`config.mk`:
```
export PLATFORM = sky130hd
export DESIGN_NAME = serial_command_decoder_with_ack_top
export DESIGN_NICKNAME = d
export VERILOG_FILES = /design/src/rtl/scd_pkg.sv /design/src/rtl/serial_command_decoder_with_ack_top.sv
export SDC_FILE = /design/constraint.sdc
export NUM_CORES = 1
export LEC_CHECK = 0
export BUFFER_PORTS_ARGS = -buffer_cell sky130_fd_sc_hd__buf_2
export CAP_MARGIN = 20
export CORE_MARGIN = 2
export CORE_UTILIZATION = 52
export CTS_CLUSTER_DIAMETER = 60
export DETAILED_ROUTE_END_ITERATION = 12
export PLACE_DENSITY = 0.76
export SYNTH_ARGS = -nofsm -noshare
export SYNTH_HDL_FRONTEND = slang
export SYNTH_SLANG_ARGS = --single-unit
export TNS_END_PERCENT = 20
```
`constraint.sdc`:
```
create_clock -name clk -period 3.1 [get_ports clk]
set_input_delay 0.31 -clock clk [delete_from_list [all_inputs] [get_ports clk]]
set_output_delay 0.31 -clock clk [all_outputs]
set_load 0.005 [all_outputs]
```
`src/rtl/scd_pkg.sv`:
```
package scd_pkg;

  // message mode codes
  localparam logic [1:0] MODE_NONE    = 2'd0;
  localparam logic [1:0] MODE_ENABLE  = 2'd1;
  localparam logic [1:0] MODE_DISABLE = 2'd2;
  localparam logic [1:0] MODE_DISPLAY = 2'd3;

  // reply sequence phase codes
  localparam logic [2:0] PHASE_IDLE   = 3'd0;
  localparam logic [2:0] PHASE_O_SENT = 3'd1;
  localparam logic [2:0] PHASE_K_SENT = 3'd2;
  localparam logic [2:0] PHASE_CR_SENT = 3'd3;
  localparam logic [2:0] PHASE_LF_SENT = 3'd4;

  // ascii codes
  localparam logic [7:0] CH_LF = 8'h0A;
  localparam logic [7:0] CH_CR = 8'h0D;
  localparam logic [7:0] CH_S  = 8'h53;
  localparam logic [7:0] CH_Q  = 8'h51;
  localparam logic [7:0] CH_C  = 8'h43;
  localparam logic [7:0] CH_N  = 8'h4E;
  localparam logic [7:0] CH_A  = 8'h41;
  localparam logic [7:0] CH_T  = 8'h54;
  localparam logic [7:0] CH_O  = 8'h4F;
  localparam logic [7:0] CH_K  = 8'h4B;

  localparam logic [3:0] BLANK_DIGIT = 4'hA;

  // input item kinds carried on tuser
  localparam logic FUNC_RX_BYTE = 1'b0;
  localparam logic FUNC_TX_READY = 1'b1;

  localparam int unsigned OUT_BITS = 64;

  typedef struct packed {
    logic [7:0]  pending_replies;
    logic [7:0]  process_enables;
    logic [31:0] display_digits;
    logic        tx_active;
    logic [7:0]  tx_byte;
    logic        tx_valid;
  } result_t;

endpackage

```
`src/rtl/serial_command_decoder_with_ack_top.sv`:
```
// serial command decoder with ok acknowledgement
//
// input channel (s_axis_*): one transfer per event. s_axis_tuser is the event
// kind: 0 = a received serial byte in s_axis_tdata, 1 = the transmitter can
// take its next byte (tdata is then ignored).
// output channel (m_axis_*): exactly one result transfer per input transfer,
// in order. it carries the reply byte to send (if any), the sender status,
// the packed display digits, the process enable bits and the count of ok
// replies still waiting to start.
// the result is registered and presented in the cycle after the input transfer.
// throughput: one item per cycle while the receiver takes each result; the
// whole decode and state update is one level of compare-and-select logic
// between the state registers and the result register.
// stall: s_axis_tready = !m_axis_tvalid || m_axis_tready, so a new item is
// taken in the same cycle the waiting result leaves; while the receiver holds
// off, the result register and all state hold.
// reset (rst, synchronous): digits blank, mode none, no replies pending,
// enables cleared, sender off, output channel empty.
module serial_command_decoder_with_ack_top #(
  parameter int unsigned DIGIT_COUNT = 8
) (
  input  logic        clk,
  input  logic        rst,
  input  logic        s_axis_tvalid,
  output logic        s_axis_tready,
  input  logic [7:0]  s_axis_tdata,   // [7:0] rx_byte
  input  logic        s_axis_tuser,   // [0] func
  output logic        m_axis_tvalid,
  input  logic        m_axis_tready,
  // [0] tx_valid, [8:1] tx_byte, [9] tx_active, [41:10] display_digits,
  // [49:42] process_enables, [57:50] pending_replies, [63:58] zero
  output logic [63:0] m_axis_tdata
);

  localparam int unsigned SHOWN = (DIGIT_COUNT < 8) ? DIGIT_COUNT : 8;

  // state
  logic [3:0] digits [DIGIT_COUNT];
  logic [3:0] digits_next [DIGIT_COUNT];
  logic [1:0] mode, mode_next;
  logic [2:0] phase, phase_next;
  logic [7:0] count, count_next;
  logic [7:0] enables, enables_next;
  logic       sender_on, sender_on_next;

  // result register
  scd_pkg::result_t result, result_next;
  logic             out_valid;

  logic       take;
  logic [7:0] rx;
  logic [3:0] n;
  logic [7:0] bit_mask;
  logic       sent;
  logic [7:0] sent_byte;

  assign take          = s_axis_tvalid && s_axis_tready;
  assign s_axis_tready = !out_valid || m_axis_tready;
  assign rx            = s_axis_tdata;
  assign n             = rx[3:0];
  assign bit_mask      = 8'd1 << (n - 4'd1);

  // next state for one item
  always_comb begin
    for (int i = 0; i < DIGIT_COUNT; i++) begin
      digits_next[i] = digits[i];
    end
    mode_next      = mode;
    phase_next     = phase;
    count_next     = count;
    enables_next   = enables;
    sender_on_next = sender_on;
    sent           = 1'b0;
    sent_byte      = 8'd0;

    if (s_axis_tuser == scd_pkg::FUNC_RX_BYTE) begin
      unique case (rx)
        scd_pkg::CH_S: mode_next = scd_pkg::MODE_ENABLE;
        scd_pkg::CH_Q: mode_next = scd_pkg::MODE_DISABLE;
        scd_pkg::CH_C: begin
          for (int i = 0; i < DIGIT_COUNT; i++) begin
            digits_next[i] = scd_pkg::BLANK_DIGIT;
          end
        end
        scd_pkg::CH_N: begin
          mode_next = scd_pkg::MODE_DISPLAY;
          for (int i = 0; i < DIGIT_COUNT; i++) begin
            digits_next[i] = scd_pkg::BLANK_DIGIT;
          end
        end
        scd_pkg::CH_A, scd_pkg::CH_T, scd_pkg::CH_CR: begin
          // ignored
        end
        scd_pkg::CH_LF: begin
          // end of message: queue one reply, saturating
          mode_next = scd_pkg::MODE_NONE;
          if (count != 8'hFF) begin
            count_next = count + 8'd1;
          end
          sender_on_next = 1'b1;
        end
        default: begin
          if (mode == scd_pkg::MODE_DISPLAY) begin
            // shift digits up, new value enters at digit 0
            for (int i = 1; i < DIGIT_COUNT; i++) begin
              digits_next[i] = digits[i-1];
            end
            digits_next[0] = n;
          end else if (n >= 4'd1 && n <= 4'd8) begin
            if (mode == scd_pkg::MODE_ENABLE) begin
              enables_next = enables | bit_mask;
            end else if (mode == scd_pkg::MODE_DISABLE) begin
              enables_next = enables & ~bit_mask;
            end
          end
        end
      endcase
    end else if (sender_on) begin
      unique case (phase)
        scd_pkg::PHASE_IDLE: begin
          if (count != 8'd0) begin
            count_next = count - 8'd1;
          end
          phase_next = scd_pkg::PHASE_O_SENT;
          sent       = 1'b1;
          sent_byte  = scd_pkg::CH_O;
        end
        scd_pkg::PHASE_O_SENT: begin
          phase_next = scd_pkg::PHASE_K_SENT;
          sent       = 1'b1;
          sent_byte  = scd_pkg::CH_K;
        end
        scd_pkg::PHASE_K_SENT: begin
          phase_next = scd_pkg::PHASE_CR_SENT;
          sent       = 1'b1;
          sent_byte  = scd_pkg::CH_CR;
        end
        scd_pkg::PHASE_CR_SENT: begin
          phase_next = scd_pkg::PHASE_LF_SENT;
          sent       = 1'b1;
          sent_byte  = scd_pkg::CH_LF;
        end
        scd_pkg::PHASE_LF_SENT: begin
          // reply done; stay on if more are queued
          phase_next = scd_pkg::PHASE_IDLE;
          if (count == 8'd0) begin
            sender_on_next = 1'b0;
          end
        end
        default: phase_next = scd_pkg::PHASE_IDLE;
      endcase
    end
  end

  // pack the result from the state after this item
  always_comb begin
    result_next                 = '0;
    result_next.tx_valid        = sent;
    result_next.tx_byte         = sent_byte;
    result_next.tx_active       = sender_on_next;
    result_next.process_enables = enables_next;
    result_next.pending_replies = count_next;
    for (int i = 0; i < SHOWN; i++) begin
      result_next.display_digits[4*i +: 4] = digits_next[i];
    end
  end

  always_ff @(posedge clk) begin
    if (rst) begin
      for (int i = 0; i < DIGIT_COUNT; i++) begin
        digits[i] <= scd_pkg::BLANK_DIGIT;
      end
      mode      <= scd_pkg::MODE_NONE;
      phase     <= scd_pkg::PHASE_IDLE;
      count     <= 8'd0;
      enables   <= 8'd0;
      sender_on <= 1'b0;
      out_valid <= 1'b0;
    end else begin
      if (take) begin
        for (int i = 0; i < DIGIT_COUNT; i++) begin
          digits[i] <= digits_next[i];
        end
        mode      <= mode_next;
        phase     <= phase_next;
        count     <= count_next;
        enables   <= enables_next;
        sender_on <= sender_on_next;
        out_valid <= 1'b1;
      end else if (m_axis_tready) begin
        out_valid <= 1'b0;
      end
    end
  end

  // result payload, no reset needed
  always_ff @(posedge clk) begin
    if (take) begin
      result <= result_next;
    end
  end

  assign m_axis_tvalid = out_valid;
  assign m_axis_tdata  = {{(scd_pkg::OUT_BITS - $bits(scd_pkg::result_t)){1'b0}}, result};

`ifndef SYNTHESIS
  // a reply in progress always has the sender switched on
  assert property (@(posedge clk) disable iff (rst)
    phase != scd_pkg::PHASE_IDLE |-> sender_on)
    else $error("reply phase active while sender off");

  // a sent reply byte leaves the sender on
  assert property (@(posedge clk) disable iff (rst)
    out_valid && result.tx_valid |-> result.tx_active)
    else $error("reply byte sent with sender off");

  // reply byte field is zero when nothing is sent
  assert property (@(posedge clk) disable iff (rst)
    out_valid && !result.tx_valid |-> result.tx_byte == 8'd0)
    else $error("stray reply byte");

  // pending count holds while no item is taken
  assert property (@(posedge clk) disable iff (rst)
    !take |=> $stable(count))
    else $error("pending count changed without a transfer");
`endif

endmodule

```
---- After elaboration in Yosys (flattened, before gate mapping) ----
Memory sizes are Yosys's and may differ from the RTL's.
Index checks and enable logic that the tools add are counted.
word-level totals
  flip-flop bits (word level) ............. 81
  output and inout bits ................... 66
  memories ................................ 1
  word-level logic and storage cells ...... 102
  RAM bits ................................ 32
  input bits .............................. 13
cells by class
  add/subtract/negate cells ............... 3
  shift operators ......................... 1
  bitwise operators ....................... 12
  equality and inequality tests ........... 16
  $lt $le $gt $ge ......................... 2
  reduce and logical (&&, ||, !) cells .... 16
  mux-type cells .......................... 39
memories
  name    words  bits a word  rd ports  clocked after memory_dff  write ports  line                                       text
  digits  8      4            8         0                         8            serial_command_decoder_with_ack_top.sv:38  logic [3:0] digits [DIGIT_COUNT];
operator list
  kind                                                                 count
  8-bit two-way mux                                                    12
  32-bit two-way mux                                                   2
  32-bit one-hot mux with 2 select lines                               1
  8-bit by 7-bit == test with 1-bit output (second input constant)     6
  4-bit two-way mux                                                    8
  7-bit one-hot mux with 4 select lines                                1
  8-bit by 4-bit == test with 1-bit output (second input constant)     2
  1-bit two-way mux                                                    13
  3-bit one-hot mux with 4 select lines                                1
  8-bit by 1-bit adder with 8-bit output (second input constant)       1
  8-bit AND                                                            1
  8-bit zero test                                                      1
  8-bit inequality test (second input constant)                        1
  8-bit inverter                                                       1
  1-bit bitwise OR                                                     8
  8-bit bitwise OR                                                     1
  2-bit one-hot mux with 4 select lines                                1
  8-bit nonzero test                                                   1
  8-bit OR reduction                                                   1
  1-bit by 4-bit << shifter with 8-bit output (first input constant)   1
  8-bit by 1-bit subtractor with 8-bit output (second input constant)  1
  3-bit by 2-bit == test with 1-bit output (second input constant)     2
  3-bit AND reduction                                                  2
  6-bit OR reduction                                                   1
  other kinds (17)                                                     19

---- Depth between registers and ports, before layout ----
Gate-level depths: netlist of the first run.
  depth after elaboration ................. 10
  depth in mapped cells ................... 9
  gate-level depth less buffers ........... 7

---- Least setup slack after synthesis of the first run ----
No wires, ideal clock.
  path type ............................... register to register
  from .................................... reg out_valid, in the netlist m_axis_tvalid
  to ...................................... mem digits[0][0], data pin
  stages on the path, launching flop included .. 9
  required time ........................... 2.844 ns
  setup slack ............................. -0.120 ns
  buffers on the path ..................... 1
  setup time .............................. 0.256 ns
  period minus slack after synthesis ...... 3.220 ns
  data arrival time ....................... 2.963 ns
  cells stage by stage .................... dfxtp_1 -> nor2b_1 -> inv_1 -> nand2_1 -> clkinv_1 -> nand2_1 -> nor3_1 -> buf_2 -> a22o_1
RTL lines
  element                 line                                        text
  start, declared         serial_command_decoder_with_ack_top.sv:48   logic out_valid;
  start signal, assigned  serial_command_decoder_with_ack_top.sv:178  out_valid <= 1'b0;
  start signal, assigned  serial_command_decoder_with_ack_top.sv:189  out_valid <= 1'b1;
  start signal, assigned  serial_command_decoder_with_ack_top.sv:191  out_valid <= 1'b0;
  end, declared           serial_command_decoder_with_ack_top.sv:38

==> results of run 1 <==
==> logic make-up after synthesis <==
family / after synthesis / synth area share [%]
compound gates: 154 / 20.8
simple gates: 147 / 15.3
other cells: 1 / 0.0685
fa+ha+maj: 3 / 0.686
xor+xnor: 1 / 0.160
mux: 9 / 1.67
flops: 109 / 55.6
buf+inv: 58 / 5.71
==> layer usage <==
metal | track usage (%) | vias up | routed length (um)
li1 | - | 1973 | -
met1 | 30.8 | 2010 | 5340
met2 | 32.5 | 198 | 5660
met3 | 2.98 | 27 | 813
met4 | 9.74 | 0 | 254
met5 | 0 | - | 0
==> worst paths after layout <==
path | startpoint | endpoint | cells past startpoint | slack, ns
worst max-delay path | m_axis_tvalid | digits[1][1] | 7 | 0.71
worst min register to register | enables[1] | enables[1] | 2 | 0.48
worst max register to register | m_axis_tvalid | digits[1][1] | 7 | 0.71
worst min-delay path | s_axis_tvalid | m_axis_tvalid | 3 | 0.26
==> worst max-delay path: cells and delay by family (launching register included) <==
family                 cells  cell delay (ns)
flip-flops                 1             0.32
AND/OR/NAND/NOR            4             1.10
AO/OA/AOI/OAI              1             0.35
buffers and inverters      2             0.38
==> registers in the layout, indices dropped and copies added (netlist names) <==
name           cells
phase              3
count              8
sender_on          1
digits            32
m_axis_tvalid      1
mode               2
enables            8
m_axis_tdata      54
==> cell usage after synthesis, drive strengths merged, types with 3 or more instances <==
master and count:
o21ai 34, and3 4, mux2i 8, nand4 9, nor3 12, nand2 23, nor2 33, a22oi 5
buf 28, clkbuf 17, nor4 5, and2 4, ha 3, a31oi 4, dfxtp 23, or4 3
inv 12, a211oi 4, nand2b 6, nand3 18, a21oi 17, o22a 26, a32o 4, o211ai 4
a22o 28, or3 3, nor2b 9, o31ai 6, o21a 3, nor4b 4, edfxtp 86, and4 3
==> cell type report <==
| type | instances | area share (%) |
|---|---|---|
| Sequential cell | 109 | 50.5 |
| Multi-Input combinational cell | 323 | 35.7 |
| Timing Repair Buffer | 79 | 6.97 |
| Tap cell | 136 | 2.82 |
| Clock buffer | 10 | 2.12 |
| Clock inverter | 6 | 1.12 |
| Inverter | 13 | 0.830 |
==> power by group <==
group / internal [W] / switching, W
registers: 0.00163 / 0.0000278
logic: 0.0000771 / 0.000142
clock network: 0.000382 / 0.000496
==> metrics by stage <==
stage	util, %	instance area (sq um)	std cells
after floorplan	-	5510	490
after global placement	56.7	5830	659
after detailed placement	56.7	5830	659
after CTS	58.6	6020	675
after global routing	58.7	6030	676
final	58.7	6030	676
==> results.toml, run 1 <==
[synth]
synth-seq-area-share_pct = 55.6
synth_edf_count = 86
ys_warn_count = 0
ys_types = 72
async_flop_share_pct = 0
avgSynthCellArea_sq_um = 11.4
netlist_area_sq_mm = 0.00548
synthTopCellsByArea = "edfxtp_1, dfxtp_1, a22o_1"
syn_inst = 482
synth_area_leader_cell = "edfxtp_1"
ys.flop_type = "edfxtp_1"
ys_ff_latch = 109
synth_top_area_share_pct = 47.2

[sta]
min_period_ns = 2.39
drv_slew = 0
setup_viol = 0
fin_ws_ns = 0.713
maxSlewHeadroom_pct = 53.5
fin_crit_sh_pct = 77.0
worst_pin_slew_ns = 0.688
skew_ns = 0.00808
hold_viol = 0
hold_ws_ns = 0.264
finalSetupTns_ns = 0
rsz0062_at_grt = "false"
max_freq_mhz = 419

[global_routing]
grt_overflow_total = 0
antenna_found_initial = 0
grt_max_degree = 52
grt_pass1_wl_um = 19100
grt_pass1_vias = 3801
grt_usage_pct = 21.4

[clock_network]
clkLatencyLatePin_ns = 0.37
clkSinkCount = 109
cts_resized = 0
cts_root_buf = "clkbuf_8"
cts_tree = "built"
clockBufferDepth = 2
cts_made_buffers = 9
cts-hold-fix-buffers = 0
cts.reportedPaths.clkPinSlew_ns = 0.10
cts_setup_buffers = 0
cts_htree_levels = 3

[placement]
hpwl_um = 8020
portBuffers = 69
gp_congestion = 0.910
dpl_worst_slack_ns = 0.361

[worst_setup_path]
worstPathRequired_ns = 3.24
end_kind = "flip-flop"
path_max_fanout = 11
critPathLaunchType = "flip-flop"
crit_type = "reg2reg"
critPathMaxStageDelay_ns = 0.42
crit_arrival_ns = 2.53
crit_path_top_delay_cell = "nand3_1"
worstPathCellList = "nor2b_1, inv_1, nand2_1, buf_4, nor2_1, nand3_1, o22a_1"

[die]
rows = 37
start_util_pct = 53.3
core_area_sq_mm = 0.0103
fp.dieH_um = 107
die_x_um = 107
ios = 79
dieArea_sq_mm = 0.0114

[route]
drt_first_pass_iters = 5
ant_nets = 0
via_per_inst = 6.22
routed_wl_um = 12100
post_drt_wl_per_cell_um = 17.8
drc = 0
drt_iter0_drc = 254
via_count = 4208

[layout]
final_cell_mix = "edfxtp_1, buf_2, nor2_1, a22o_1, o22a_1"
fill_cells = 882
nets = 551
antenna_cells = 0
layout_commonest_cell = "edfxtp_1"
ff_latch_area_sq_mm = 0.00304
multiInputGateArea_sq_mm = 0.00215
drive_above_1_share_pct = 20.0
syn2layout_area_growth_pct = 10.1

[power]
p_per_area_mw_per_mm2 = 457
power_w = 0.00275
p_leak_nw = 2.06
ir_drop_mv = 0.223

[run]
drv_cap = 0

[worst_hold_path]
hp-class = "in2reg"

[outcome]
status = "finished, final reports clean"
No activity file was read; power rests on OpenSTA's default activity.
==> run 2, diff against run 1 <==
Settings changed: CORE_UTILIZATION 52 to 57, PLACE_DENSITY 0.76 to 0.8.
Clock period 3.1 ns to 2.4 ns, I/O delays scaled along.
==> results.toml, run 2 (synthesis gave the netlist of run 1 again) <==
[sta]
min_period_ns = 2.19
fin_crit_sh_pct = 91.1
finalSetupTns_ns = 0
fin_ws_ns = 0.213
drv_slew = 0
maxSlewHeadroom_pct = 47.0
hold_viol = 0
worst_pin_slew_ns = 0.793
max_freq_mhz = 457
rsz0062_at_grt = "false"
skew_ns = 0.00581
setup_viol = 0

[worst_setup_path]
critPathLaunchType = "flip-flop"
worstPathCellList = "or3b_1, or3_4, nand4b_1, o311ai_1, o41ai_2"
crit_type = "reg2reg"
crit_path_top_delay_cell = "or3b_1"
end_kind = "flip-flop"
critPathMaxStageDelay_ns = 0.49
path_max_fanout = 8
worstPathRequired_ns = 2.66
crit_arrival_ns = 2.44

[clock_network]
clkLatencyLatePin_ns = 0.38
cts_setup_buffers = 0
cts-hold-fix-buffers = 0
cts_htree_levels = 3
cts_root_buf = "clkbuf_8"
cts_made_buffers = 9
cts.reportedPaths.clkPinSlew_ns = 0.11
cts_resized = 0
clockBufferDepth = 2
clkSinkCount = 109
cts_tree = "built"

[power]
p_leak_nw = 2.22
ir_drop_mv = 0.326
p_per_area_mw_per_mm2 = 575
p_comb_share_pct = 8.8
p_sw_w = 0.000892
p_clk_share_pct = 32.1
cell_internal_pwr_w = 0.00273
pwr-share-seq_pct = 59.1
switching_share_pct = 24.6

[die]
rows = 35
fp.dieH_um = 102
die_x_um = 102
dieArea_sq_mm = 0.0104
start_util_pct = 59.0
core_area_sq_mm = 0.00928
ios = 79

[layout]
nets = 583
drive_above_1_share_pct = 24.7
syn2layout_area_growth_pct = 14.9
final_cell_mix = "edfxtp_1, buf_2, buf_4, nor2_1, a22o_1"
final_cells = 701
largest_reg_flops = 54
layout_commonest_cell = "edfxtp_1"

[route]
via_per_inst = 6.13
via_count = 4294
ant_nets = 0
drt_first_pass_iters = 5
routed_wl_um = 12200
drc = 0
drt_iter0_drc = 241
post_drt_wl_per_cell_um = 17.4

[run]
drv_cap = 0

[global_routing]
grt_pass1_vias = 3955
grt_overflow_total = 0
grt_pass1_wl_um = 19400
grt_usage_pct = 24.0
antenna_found_initial = 1
grt_max_degree = 36

[placement]
dp.cells = 684
gp_congestion = 0.913
dpl_worst_slack_ns = -0.266
portBuffers = 69
hpwl_um = 8540

[worst_hold_path]
hp-class = "in2reg"

[outcome]
status = "finished, final reports clean"
## run 2: worst max-delay path: cells and delay by family (launching register included)
| family | cells | cell delay (ns) |
|---|---|---|
| AOI/OAI and AO/OA | 2 | 0.48 |
| DFF | 1 | 0.40 |
| and+or+nand+nor | 3 | 1.20 |
## run 2: power groups by stage
stage	clock [W]	combinational, W	sequential [W]
floorplan	0	0.000183	0.00218
global route	0.00124	0.000347	0.00215
finish	0.00116	0.000318	0.00214
detailed placement	0	0.000313	0.00218
global placement	0	0.000307	0.00218
CTS	0.00118	0.000316	0.00214
## run 2: per-layer routing
| metal | part of all wire (%) | global-route usage [%] | wire, um | vias to the layer above |
|---|---|---|---|---|
| li1 | - | - | - | 2026 |
| met4 | 1.3 | 10.4 | 153 | 0 |
| met5 | 0 | 0 | 0 | - |
| met1 | 43 | 33.0 | 5280 | 2065 |
| met2 | 48 | 37.5 | 5850 | 187 |
| met3 | 7.6 | 4.72 | 923 | 16 |
## run 2: final timing paths
kind / from / endpoint / slack (ns) / depth (start not counted)
setup / recovery: mode[0] / enables[2] / 0.21 / 5
hold / removal: s_axis_tvalid / m_axis_tvalid / 0.19 / 3
hold reg to reg: enables[5] / enables[5] / 0.47 / 2
setup reg to reg: mode[0] / enables[2] / 0.21 / 5
## run 2: layout make-up
class / instances / area (sq um)
Tap cell: 129 / 161
Inverter: 13 / 53.8
Clock inverter: 6 / 82.6
Multi-Input combinational cell: 323 / 2150
Timing Repair Buffer: 111 / 677
Fill cell: 695 / 2990
Sequential cell: 109 / 3040
Clock buffer: 9 / 124
Antenna cell: 1 / 2.50
## run 2: metrics by stage
| step | instance area (sq um) | util, % | hold WS (ns) | total power (W) |
|---|---|---|---|---|
| after floorplan | 5510 | - | 0.419 | 0.00236 |
| after global placement | 6070 | 65.3 | 0.454 | 0.00249 |
| after detailed placement | 6080 | 65.5 | 0.463 | 0.00250 |
| after CTS | 6280 | 67.7 | 0.182 | 0.00364 |
| after global routing | 6290 | 67.8 | 0.219 | 0.00373 |
| final | 6290 | 67.8 | 0.194 | 0.00362 |
==> run 3, diff against run 2 <==
Settings changed: REMOVE_ABC_BUFFERS set to 1.
==> results.toml, run 3 (synthesis gave the netlist of run 1 again) <==
[sta]
rsz0062_at_grt = "false"
fin_crit_sh_pct = 90.4
max_freq_mhz = 461
finalSetupTns_ns = 0
min_period_ns = 2.17
drv_slew = 0
skew_ns = 0.0160
hold_viol = 0
worst_pin_slew_ns = 0.796
maxSlewHeadroom_pct = 47.0
setup_viol = 0
fin_ws_ns = 0.229

[layout]
fill_cells = 750
ff_latch_area_sq_mm = 0.00304
nets = 563
drive_above_1_share_pct = 21.9
final_cell_mix = "edfxtp_1, buf_2, nor2_1, a22o_1, o22a_1"
largest_reg_flops = 54
fin_area_sq_mm = 0.00612
layout_commonest_cell = "edfxtp_1"
antenna_cells = 0
multiInputGateArea_sq_mm = 0.00215
syn2layout_area_growth_pct = 11.7

[route]
drt_first_pass_iters = 5
drc = 0
via_per_inst = 6.18
post_drt_wl_per_cell_um = 17.3
ant_nets = 0
drt_iter0_drc = 313
via_count = 4206
routed_wl_um = 11800

[clock_network]
cts_made_buffers = 9
clkSinkCount = 109
cts_root_buf = "clkbuf_8"
cts_tree = "built"
clockBufferDepth = 2
cts.reportedPaths.clkPinSlew_ns = 0.10
cts_htree_levels = 3
cts_setup_buffers = 0
cts_resized = 0
clkLatencyLatePin_ns = 0.37
cts-hold-fix-buffers = 0

[die]
start_util_pct = 59.0
ios = 79
rows = 35
die_x_um = 102
core_area_sq_mm = 0.00928
dieArea_sq_mm = 0.0104
fp.dieH_um = 102

[outcome]
status = "finished, final reports clean"

[worst_setup_path]
end_kind = "flip-flop"
crit_path_start = "m_axis_tvalid"
r2r_start = "m_axis_tvalid"
crit_arrival_ns = 2.42
critPathLaunchType = "flip-flop"
path_max_fanout = 62
worstPathRequired_ns = 2.65
crit_type = "reg2reg"

[run]
drv_cap = 0

[power]
p_comb_share_pct = 8.2
p_sw_w = 0.000868
p_per_area_mw_per_mm2 = 569
switching_share_pct = 25.0
pwr-share-seq_pct = 61.5
ir_drop_mv = 0.272
power_w = 0.00348
p_leak_nw = 2.11
cell_internal_pwr_w = 0.00261
p_clk_share_pct = 30.2

[global_routing]
antenna_found_initial = 0
grt_pass1_vias = 3853
grt_pass1_wl_um = 19000
grt_max_degree = 63
grt_overflow_total = 0
grt_usage_pct = 23.5

[placement]
hpwl_um = 7930
dpl_cell_area_sq_mm = 0.00592
gp_congestion = 0.907
dpl_worst_slack_ns = -0.0728
portBuffers = 69

[worst_hold_path]
hp-class = "in2reg"
worstHoldStart = "s_axis_tvalid"
[run 3: changes by cell type in the layout (fill, tap and decap cells not counted)]
| cell | delta |
|---|---|
| diode_2 | -1 |
| inv_6 | +1 |
| bufinv_16 | -1 |
| inv_2 | +1 |
| buf_4 | -19 |
| buf_6 | -1 |
| clkinv_1 | +1 |
| clkinvlp_4 | -1 |
[run 3: worst paths after layout]
path | end | slack, ns | cells after the start
worst max-delay path | count[7] | 0.23 | 8
worst min-delay path | m_axis_tvalid | 0.21 | 3
worst max register to register | count[7] | 0.23 | 8
worst min register to register | enables[6] | 0.49 | 2
[run 3: worst max-delay path, stage by stage, from the launching register on]
cell      delay (ns)
dfxtp_1         0.31
nor2b_1         0.17
inv_1           0.12
nand2_1         0.14
inv_2           0.08
buf_4           0.61
nand2_1         0.24
o31ai_1         0.27
a211oi_1        0.08
[run 3: layer usage]
layer | track usage [%] | part of all wire [%]
met1 | 34.0 | 44
met5 | 0 | 0
met3 | 3.15 | 6.1
met4 | 9.64 | 1.7
met2 | 35.9 | 48
[run 3: metrics by stage]
step,hold WS [ns],util [%],std cells
2_1_floorplan,0.309,-,445
3_3_place_gp,0.455,63.7,664
3_5_place_dp,0.473,63.7,664
4_1_cts,0.203,65.8,680
5_1_grt,0.230,65.9,681
6_report,0.215,65.9,681
[run 3: power by group through the flow]
stage                     clock [W]  combinational [W]  sequential [W]
final                       0.00105           0.000287         0.00214
after global routing        0.00114           0.000316         0.00215
after CTS                   0.00108           0.000286         0.00214
after detailed placement          0           0.000285         0.00218
after global placement            0           0.000278         0.00218
after floorplan                   0           0.000141         0.00218
[run 3: area by class of cell]
class | count | area share (%)
Clock buffer | 9 | 2.03
Tap cell | 129 | 2.64
Inverter | 13 | 0.798
Clock inverter | 7 | 1.08
Timing Repair Buffer | 91 | 8.55
Sequential cell | 109 | 49.8
Multi-Input combinational cell | 323 | 35.1
